==> config.mk <==
export PLATFORM = sky130hd
export DESIGN_NAME = hcbp_ram
export DESIGN_NICKNAME = d
export VERILOG_FILES = /design/src/design/hcbp_pkg.sv /design/src/design/hcbp_ram.sv
export SDC_FILE = /design/constraint.sdc
export NUM_CORES = 1
export LEC_CHECK = 0
export BUFFER_PORTS_ARGS = -buffer_cell sky130_fd_sc_hd__buf_2
export CAP_MARGIN = 15
export CORE_ASPECT_RATIO = 0.6
export CORE_MARGIN = 10
export CORE_UTILIZATION = 60
export DETAILED_ROUTE_END_ITERATION = 7
export GPL_ROUTABILITY_DRIVEN = 0
export PLACE_DENSITY_LB_ADDON = 0.05
export SLEW_MARGIN = 10
export SYNTH_ARGS = -nofsm -noshare
export SYNTH_HDL_FRONTEND = slang
export SYNTH_SLANG_ARGS = --single-unit
==> constraint.sdc <==
create_clock -name clk -period 5.6 [get_ports clk]
set_input_delay 1.12 -clock clk [delete_from_list [all_inputs] [get_ports clk]]
set_output_delay 1.12 -clock clk [all_outputs]
set_load 0.03 [all_outputs]
==> src/design/hcbp_pkg.sv <==
// Shared types and constants for the Huffman code bit packer.
package hcbp_pkg;

  localparam int DEF_MAX_CODE_LEN = 32;
  localparam int DEF_SYMBOL_COUNT = 256;
  localparam int BYTE_BITS        = 8;
  localparam int MAX_BYTES        = 4;
  localparam int CODE_FIELD_W     = 32;
  localparam int LEN_FIELD_W      = 6;
  localparam int ACC_W            = CODE_FIELD_W + BYTE_BITS;

  typedef enum logic [1:0] {
    OP_ENCODE = 2'd0,
    OP_LOAD   = 2'd1,
    OP_FLUSH  = 2'd2,
    OP_NONE   = 2'd3
  } op_t;

  typedef struct packed {
    op_t                      op;
    logic [7:0]               symbol;
    logic [LEN_FIELD_W-1:0]   code_length;
    logic [CODE_FIELD_W-1:0]  code_value;
  } in_item_t;

  typedef struct packed {
    logic [7:0] out_byte;
    logic       last;
  } out_item_t;

endpackage

==> src/design/hcbp_ram.sv <==
// Generic single-write, single-read RAM with registered read data.
module hcbp_ram import hcbp_pkg::*; #(
  parameter int Width = 8,
  parameter int Depth = 16
) (
  input  logic                     clk,
  input  logic                     wr_en,
  input  logic [$clog2(Depth)-1:0] wr_addr,
  input  logic [Width-1:0]         wr_data,
  input  logic                     rd_en,
  input  logic [$clog2(Depth)-1:0] rd_addr,
  output logic [Width-1:0]         rd_data
);

  logic [Width-1:0] mem [Depth];

  always_ff @(posedge clk) begin
    if (wr_en) begin
      mem[wr_addr] <= wr_data;
    end
    if (rd_en) begin
      rd_data <= mem[rd_addr];
    end
  end

endmodule

==> results of run 1 <==
-- flip-flops by register name, summed over array words and instances, names as in the netlist --
signal,flops
mem,128
rd_data,8
-- layer usage --
metal / up-vias / routed length (um) / track usage (%)
met2: 92 / 4270 / 21.1
met4: 0 / 97 / 7.02
met1: 1218 / 4830 / 24.2
met3: 12 / 801 / 6.27
li1: 1059 / - / -
met5: - / 0 / 0
-- power groups by stage --
stage                     logic (uW)  clock network (uW)  registers [uW]
after detailed placement         113                   0            1170
after global placement           111                   0            1170
after global routing             121                1080            1150
after floorplan                 57.9                   0            1180
after CTS                        113                1040            1150
final                            111                1020            1150
-- cell usage in the layout, fill, tap and decap left out --
| master | count |
|---|---|
| edfxtp_1 | 136 |
| or3b_2 | 1 |
| clkinv_1 | 4 |
| nor2b_1 | 1 |
| clkinv_2 | 4 |
| clkbuf_16 | 17 |
| nand3b_1 | 2 |
| nand2_1 | 9 |
| buf_4 | 4 |
| and2b_1 | 1 |
| mux4_2 | 18 |
| and2_1 | 1 |
| buf_2 | 26 |
| clkbuf_1 | 2 |
| a22oi_1 | 16 |
| nand3_1 | 1 |
| nor2_1 | 13 |
| nor3_1 | 4 |
| clkinvlp_4 | 2 |
| nand2b_1 | 2 |
| mux4_1 | 14 |
| bufinv_16 | 2 |
-- cell families after synthesis --
logic type      after synthesis
compound gates               16
buf+inv                      10
flops                       136
mux                          32
simple gates                 35
-- worst max-delay path by stage --
stage / start / endpoint / slack (ps)
after CTS: rd_addr[0] / rd_data[2] / 2820
after global placement: rd_addr[0] / rd_data[2] / 2360
after detailed placement: rd_addr[0] / rd_data[2] / 2380
final: rd_addr[0] / rd_data[3] / 2880
after global routing: rd_addr[0] / rd_data[2] / 2710
after floorplan: wr_addr[2] / mem[0][0] / 2990
-- area by class of cell --
class	count	area, sq um	area share (%)
tap	112	140	2.34
multi-input combinational	83	1060	17.7
clock inverter	12	110	1.84
sequential	136	4080	68.2
timing repair buffer	30	160	2.68
clock buffer	19	433	7.23
-- synthesized netlist by cell type --
master	instances	area, sq um
edfxtp_1	136	4080
buf_4	1	7.51
nand3_1	1	5.00
nand2_1	9	33.8
nand3b_1	2	15.0
nor3_1	4	20.0
buf_2	3	15.0
nand2b_1	2	12.5
or3b_2	1	8.76
nor2_1	13	48.8
clkdlybuf4s25_2	3	30.0
nor2b_1	1	6.26
and2b_1	1	7.51
mux4_2	18	405
and2_1	1	6.26
buf_6	3	33.8
a22oi_1	16	120
mux4_1	14	368
-- stage by stage --
| stage | setup WS (ps) | instance area (sq um) | hold WS (ps) |
|---|---|---|---|
| detailed placement | 2380 | 5440 | 753 |
| finish | 2880 | 5980 | 762 |
| global route | 2710 | 5980 | 788 |
| floorplan | 2990 | 5230 | 705 |
| global placement | 2360 | 5440 | 743 |
| CTS | 2820 | 5980 | 764 |
-- worst max-delay path, cell delays in order --
cell     delay [ps]
buf_2           750
mux4_1          730
a22oi_1         190
nand2_1          70
==> summary.txt, run 1 <==
Power
  – Comb pwr share: under 10%
  – Leakage: about 0.002 uW
  – Net Sw Frac: 20.0%
  – Clock power frac: between 40% and 50%
  – Cell Pwr Density: 382 nW/um^2
  – Peak supply drop: 0.000245 V
  – Sequential share of power: between 50% and 60%
  – P_int: about 1800 uW
  – Switching power: ~460 uW
  – Total power: 2290 uW

Synthesis
  – Avg Inst Size Synth: between 20 and 25 sq um
  – Yosys Warn Count: 0
  – Post-Synth XOR/XNOR Area: 0%
  – Synth Area in Compound Gates: approximately 2.3%
  – Post-synthesis cell count: between 200 and 250
  – Post-synth net total: between 200 and 250
  – Post-synthesis sequential area ratio: 78.1%
  – Simple-Gate Fraction of Synth Area: under 10%
  – Cell Area, Synth: about 5200 sq um
  – Number of distinct library cells after synthesis: 18
  – Yosys reg bits: about 140
  – Largest family of logic cells by synthesized area: multiplexers
  – Synth Area in Adders: 0%
  – Post-synthesis mux area share: between 10% and 20%

Route
  – DR DRC count: 0
  – Vias: 2381
  – Final ANT Viol Nets: 0
  – WL per Instance: around 26 um
  – Iter 0 DRT Violations: 298
  – Pre-antenna DRT Iters: 4
  – Drt total wl: around 10000 um
  – Via density: about 6.1

Clocking
  – Post-CTS sizing: 0
  – CTS H-tree depth: 4
  – Clk root buf: clkbuf_16
  – Hold Buf Count CTS: 0
  – Clk slew on worst S/H paths: around 60 ps
  – Clock network latency to the later pin of the worst-skew pair: 410 ps
  – Clk buf depth: 2
  – Inserted Clock Buffers: 17
  – Clock sink total: 136
  – Post-CTS setup buffers: 0
  – CTS tree: built

Critical path
  – Worst Path Required: approximately 5800 ps
  – CP Launch Type: input port
  – R2r setup slk: between 4000 and 5000 ps
  – CP arrival: just under 3000 ps
  – Critical Path End Type: flop
  – Crit-path max FO: 32
  – Critical path class: in -> reg
  – Reg2reg end: rd_data[2]
  – Worst Reg-to-Reg Cells: 3
  – Worst r2r src: mem[10][2]

Floorplan
  – Num ports: 27
  – Die X: around 140 um
  – Area of the core: roughly 8500 sq um
  – Row count: 26
  – Die Ht: slightly above 90 um
  – DIE AREA: about 13000 sq um
  – Initial Utilization: around 62%

Final layout
  – Post-layout util: between 70 and 80%
  – NumNets Final: 287
  – Ant. Diodes: 0
  – Area Overhead vs Synth: 14.5%
  – Finished Layout Cells: 392
  – Fraction of layout cells with a size suffix above 1: between 20% and 30%
  – Fillers: a little under 500

STA
  – Tmin final: ~2700 ps
  – Fin crit share: 48.6%
  – Fin Setup TNS: 0 ps
  – RSZ-0062 raised after global routing: false
  – Rel. slew slack: between 30% and 40%
  – Final Hold Vio Count: 0
  – Highest Clock Rate: between 0.3 and 0.4 GHz
  – Slew Limit Fails: 0
  – Worst Skew: 8.24 ps
  – Slew @ Worst Pin: 1010 ps
  – Final setup violation count: 0

Global routing
  – Grt total ovfl: 0
  – Global-route wire length before repair: around 15000 um
  – Largest net degree at the start of global routing: 33
  – Antenna violations before repair: 0
  – Vias in the first global route: ~2400
  – Global-route usage over all layers: between 10% and 20%

Place
  – Cell count after placement: between 300 and 400
  – Post-DP HPWL: roughly 6200 um
  – Port Buf Inserts: 26

Outcome
  – Outcome: complete, no violations

Run
  – Max-cap viol count: 0

Min path
  – Hold Crit Class: reg -> reg
  – Hold Path Origin: mem[2][5]
  – Worst Hold Path EP: rd_data[5]
  – Hold Path Stages: 3
Power figures use the tool's default switching activity.
==> run 2, diff against run 1 <==
==> constraint.sdc (replaced) <==
create_clock -name clk -period 2.6 [get_ports clk]
set_input_delay 0.52 -clock clk [delete_from_list [all_inputs] [get_ports clk]]
set_output_delay 0.52 -clock clk [all_outputs]
set_load 0.03 [all_outputs]
==> run 2 against run 1 <==
  * Total power is 120% higher
  * Hold slack worse by 270 ps
  * Clock-buffer cell count is 2 higher
  * Critical path type unchanged
  * Global-route usage is 0.82 points higher
  * Register-to-register slack worse by 3100 ps
  * Largest power group unchanged
  * Cell area is 2.6% higher
  * Sequential share of layout area is 1.7 points lower
  * Wire length is 5.0% higher
  * Cell count is 4.6% higher
==> summary.txt, run 2 (synthesis gave the netlist of run 1 again) <==
Outcome
  – Outcome: complete, no violations

Run
  – Max-cap viol count: 0

Critical path
  – Reg2reg end: rd_data[7]
  – Critical path class: in -> reg
  – Critical Path End Type: flop
  – Worst Setup SP: rd_addr[0]
  – CP Launch Type: input port
  – Worst Path Required: between 2000 and 3000 ps
  – R2r setup slk: around 1100 ps
  – Worst setup endpoint: rd_data[4]
  – CP arrival: 1910 ps
  – Worst r2r src: mem[1][7]
  – Crit-path max FO: 7
  – Worst Reg-to-Reg Cells: 3

STA
  – Final worst slack: between 800 and 900 ps
  – Final Hold Vio Count: 0
  – Fin Setup TNS: 0 ps
  – Fin crit share: approximately two thirds
  – RSZ-0062 raised after global routing: false
  – Slew Limit Fails: 0
  – Tmin final: approximately 1800 ps
  – Highest Clock Rate: about 0.57 GHz
  – Final setup violation count: 0
  – Worst Skew: around 7.5 ps
  – Rel. slew slack: 57.0%
  – Slew @ Worst Pin: 644 ps
  – Fin Hold WS: roughly 490 ps

Clocking
  – Clk buf depth: 2
  – Post-CTS setup buffers: 0
  – Hold Buf Count CTS: 0
  – CTS H-tree depth: 4
  – Post-CTS sizing: 0
  – Clk slew on worst S/H paths: ~60 ps
  – Clk root buf: clkbuf_16
  – Inserted Clock Buffers: 17
  – Clock network latency to the later pin of the worst-skew pair: around 400 ps
  – CTS tree: built
  – Clock sink total: between 100 and 150

Final layout
  – Fraction of layout cells with a size suffix above 1: between 30% and 40%
  – Post-route cell area: just over 6000 sq um
  – Max reg flops: 128
  – NumNets Final: slightly above 300
  – Area Overhead vs Synth: 17.5%
  – Ant. Diodes: 0
  – Commonest non-fill, non-tap cell in the layout: edfxtp_1
  – Top flop regs: mem: 128 flops, rd_data: 8 flops
  – Most frequent cells in the layout: edfxtp_1 (136), buf_2 (26), buf_4 (19), mux4_2 (18), clkbuf_16 (17)
  – Largest reg by FF count: mem

Min path
  – Hold Crit Class: in -> reg

Place
  – Cell Area, Placed: between 5000 and 6000 sq um
  – Port Buf Inserts: 26
  – Post-DP HPWL: about 7000 um
  – Post-Place Worst Slack: between 400 and 500 ps

Floorplan
  – DIE AREA: between 10000 and 15000 sq um
  – Row count: 26
  – Area of the core: 8490 sq um
  – Die Ht: 92.3 um
  – Num ports: 27
  – Die X: around 140 um
  – Initial Utilization: 61.6%

Route
  – Iter 0 DRT Violations: slightly above 300
  – Final ANT Viol Nets: 0
  – WL per Instance: approximately 26 um
  – DR DRC count: 0
  – Pre-antenna DRT Iters: 4
  – Drt total wl: 10500 um
  – Vias: between 2000 and 2500
  – Via density: ~6.1

Global routing
  – Vias in the first global route: 2643
  – Global-route wire length before repair: 16200 um
  – Grt total ovfl: 0
  – Global-route usage over all layers: around 17%
  – Largest net degree at the start of global routing: 17
  – Antenna violations before repair: 0

Power
  – Peak supply drop: between 0.0008 and 0.0009 V
  – Leakage: ~0.0021 uW
  – Cell Pwr Density: roughly 800 nW/um^2
==> run 2: cell count changes in the layout (fill, tap and decap cells not counted) <==
cell	delta
buf_4	+15
clkbuf_1	+2
buf_12	+2
clkinv_1	-1
==> run 2: area by class of cell <==
| type | count | area (sq um) |
|---|---|---|
| flip-flops and latches | 136 | 4080 |
| fillers | 498 | 2350 |
| multi-input cells | 83 | 1060 |
| clock buffers | 21 | 440 |
| repair buffers | 47 | 313 |
| well taps | 112 | 140 |
| clock inverters | 11 | 106 |
==> run 2: worst min-delay path by stage <==
stage                  to  startpoint  slack [ps]  cells past startpoint
2_1_floorplan   mem[0][0]  wr_data[0]         620                      0
5_1_grt        rd_data[4]       rd_en         470                      1
4_1_cts        rd_data[3]       rd_en         470                      1
3_5_place_dp   rd_data[6]  mem[10][6]         760                      3
6_report       rd_data[0]       rd_en         490                      1
3_3_place_gp   rd_data[7]  mem[13][7]         740                      3
==> run 2: critical path: stages <==
cell	delay, ps
buf_2	230
buf_4	230
mux4_1	580
a22oi_1	260
nand2_1	90
==> run 2: where the power goes <==
group	total, uW	internal (uW)	switching (uW)	leakage, uW
Sequential	2490	2470	13.6	0.00124
Combinational	256	99.0	157	0.000593
Clock	2200	1390	809	0.000263
==> run 2: metal layers <==
layer	vias up	part of all wire [%]	GRT usage [%]
li1	1097	-	-
met1	1289	44	24.6
met2	103	46	24.4
met3	6	9.6	5.51
met4	0	0.51	6.34
met5	-	0	0
==> run 2: stage by stage <==
step	instances	utilization [%]	power [uW]
4_1_cts	410	72.3	4980
6_report	410	72.3	4940
2_1_floorplan	229	-	2670
3_3_place_gp	378	65.9	2780
3_5_place_dp	378	65.9	2790
5_1_grt	410	72.3	5110
==> run 3, diff against run 2 <==
--- a/config.mk
+++ b/config.mk
@@ -5,11 +5,12 @@
 export SDC_FILE = /design/constraint.sdc
 export NUM_CORES = 1
 export LEC_CHECK = 0
+export ABC_AREA = 1
 export BUFFER_PORTS_ARGS = -buffer_cell sky130_fd_sc_hd__buf_2
 export CAP_MARGIN = 15
 export CORE_ASPECT_RATIO = 0.6
 export CORE_MARGIN = 10
-export CORE_UTILIZATION = 60
+export CORE_UTILIZATION = 55
 export DETAILED_ROUTE_END_ITERATION = 7
 export GPL_ROUTABILITY_DRIVEN = 0
 export PLACE_DENSITY_LB_ADDON = 0.05
==> constraint.sdc (replaced) <==
create_clock -name clk -period 1.4 [get_ports clk]
set_input_delay 0.28 -clock clk [delete_from_list [all_inputs] [get_ports clk]]
set_output_delay 0.28 -clock clk [all_outputs]
set_load 0.03 [all_outputs]
==> run 3 against run 2 <==
  * Cell area grew 11%
  * Utilization shrank 7.3 points
  * Setup slack lost 800 ps
  * Total power grew 94%
  * Critical endpoint is now rd_data[6]
  * Largest power group unchanged
==> summary.txt, run 3 <==
STA
  – Highest Clock Rate: between 0.7 and 0.8 GHz
  – Fin crit share: 97.8%
  – Fin Setup TNS: 0 ps
  – Slew @ Worst Pin: approximately 620 ps
  – RSZ-0062 raised after global routing: false
  – Worst Skew: approximately 7 ps
  – Tmin final: roughly 1400 ps
  – Rel. slew slack: about three fifths
  – Final Hold Vio Count: 0
  – Slew Limit Fails: 0
  – Final setup violation count: 0

Floorplan
  – Die X: around 150 um
  – Row count: 29
  – Die Ht: approximately 100 um
  – Initial Utilization: 55.8%
  – Area of the core: between 10000 and 15000 sq um
  – DIE AREA: 15300 sq um
  – Num ports: 27

Clocking
  – Clock sink total: ~140
  – Hold Buf Count CTS: 0
  – Clk slew on worst S/H paths: ~60 ps
  – Clk buf depth: 2
  – CTS tree: built
  – CTS H-tree depth: 4
  – Clock network latency to the later pin of the worst-skew pair: 410 ps
  – Post-CTS setup buffers: 0
  – Clk root buf: clkbuf_16
  – Inserted Clock Buffers: 17
  – Post-CTS sizing: 0

Critical path
  – Slowest stage delay, CP: around 470 ps
  – CP Launch Type: flop
  – Instance count on the critical path: 1
  – Critical path class: reg -> out
  – Worst-path cell chain: buf_4
  – Worst Reg-to-Reg Cells: 6
  – Critical Path End Type: output pin
  – CP arrival: around 1100 ps
  – CP max stage cell: edfxtp_1
  – Top Family by Delay on Critical Path: flip-flops
  – Buf+Inv Stages, Crit Path: 1
  – Crit-path max FO: 1
  – Worst Path Required: approximately 1100 ps

Min path
  – Hold Path Stages: 1
  – Hold Crit Class: in -> reg

Synthesis
  – Yosys top cell area share: between 60% and 70%
  – Post-synthesis sequential area ratio: a little over two thirds
  – Most frequent cell after synthesis: nand2_1
  – Yosys reg bits: roughly 140
  – Number of distinct library cells after synthesis: 11
  – Cell Area, Synth: 5850 sq um
  – Yosys top cell by area: edfxtp_1
  – Avg Inst Size Synth: 10.6 sq um
  – Synth async-reset ratio: 0%
  – Post-synthesis cell count: around 550
  – Post-synth net total: 570
  – Ys flop type: edfxtp_1
  – Number of flops mapped to enable cells by yosys: about 140
  – Top post-synthesis cells by area: edfxtp_1 (70%), nand2_1 (11%), nand3_1 (8.3%)
  – Synth top cells by count: nand2_1 (173), edfxtp_1 (136), inv_1 (100)
  – Yosys Warn Count: 0

Final layout
  – NumNets Final: between 600 and 700
  – Ant. Diodes: 0
  – Most frequent cells in the layout: nand2_1 (173), edfxtp_1 (136), inv_1 (100), nand3_1 (97), buf_2 (25)
  – Post-layout util: about two thirds
  – Top flop regs: mem: 128 flops, rd_data: 8 flops
  – Max reg flops: 128
  – Commonest non-fill, non-tap cell in the layout: nand2_1
  – Fillers: around 830
  – Area Overhead vs Synth: 16.5%
  – Fraction of layout cells with a size suffix above 1: between 10% and 20%
  – Largest reg by FF count: mem

Route
  – Final ANT Viol Nets: 0
  – Pre-antenna DRT Iters: 5
  – Iter 0 DRT Violations: around 230
  – WL per Instance: 17.3 um
  – Vias: about 3900
  – DR DRC count: 0
  – Drt total wl: between 10000 and 15000 um
  – Via density: a little over 5

Global routing
  – Vias in the first global route: 3754
  – GRT busiest layer: met2
  – M3 GR Usage: under 10%
  – Grt met2 use: about a quarter
  – Global-route usage over all layers: between 15 and 20%
  – Met1 Track Usage GR: 23.9%
  – Antenna violations before repair: 0
  – Largest net degree at the start of global routing: 65
  – Grt total ovfl: 0
  – Global-route wire length before repair: 20200 um

Power
  – Switching power: between 2000 and 2500 uW
  – Leakage: about 0.003 uW
  – Sequential share of power: roughly half
  – Net Sw Frac: a little over a fifth
  – Clock power frac: ~46%
  – Cell Pwr Density: between 1000 and 1500 nW/um^2
  – P_int: around 7600 uW
  – Comb pwr share: under 10%
  – Peak supply drop: about 0.0009 V

Outcome
  – Outcome: complete, no violations

Run
  – Max-cap viol count: 0

Place
  – Post-DP HPWL: around 8500 um
  – Port Buf Inserts: 26
run 3: cells by family (layout without fill, tap and decap cells):
family / count (synthesis) / in the layout / synth area share [%]
flip-flops: 136 / 136 / 69.8
AND/OR/NAND/NOR: 289 / 289 / 20.8
buffers and inverters: 126 / 185 / 9.39
run 3: through the flow:
step	area, sq um	instances	worst slack (ps)	total power, uW	hold WS (ps)
6_report	6810	749	31.3	9610	253
5_1_grt	6810	749	6.98	9910	243
4_1_cts	6810	749	11.4	9670	235
3_5_place_dp	6220	717	-43.5	5290	662
3_3_place_gp	6220	717	-13.6	5280	655
2_1_floorplan	5850	551	169	5050	379
run 3: final timing paths:
path | startpoint | end | slack, ps
worst max-delay path | rd_data[6] | rd_data[6] | 30
worst min-delay path | rd_en | rd_data[7] | 250
worst max register to register | mem[7][1] | rd_data[1] | 330
worst min register to register | mem[2][0] | rd_data[0] | 730
run 3: final cells by class:
cell class / instances / area, sq um / area share (%)
Clock buffer: 20 / 437 / 6.41
Clock inverter: 12 / 153 / 2.24
Inverter: 102 / 383 / 5.62
Multi-Input combinational cell: 289 / 1210 / 17.8
Sequential cell: 136 / 4080 / 59.9
Tap cell: 139 / 174 / 2.55
Timing Repair Buffer: 51 / 370 / 5.44
run 3: metal layers:
metal,up-vias,wire length (um)
met3,9,852
met4,0,106
li1,1876,-
met5,-,0
met1,1857,6100
met2,127,5920
run 3: power groups by stage:
stage          clock, uW  combinational, uW  sequential (uW)
2_1_floorplan          0                322             4730
3_3_place_gp           0                581             4700
3_5_place_dp           0                588             4700
4_1_cts             4460                591             4620
5_1_grt             4630                654             4630
6_report            4400                587             4620
run 3: worst register-to-register path, delay by kind of cell, from the launching register on:
kind,cells,cell delay [ps]
AND/OR/NAND/NOR,5,400
flip-flops,1,350
buffers and inverters,1,60
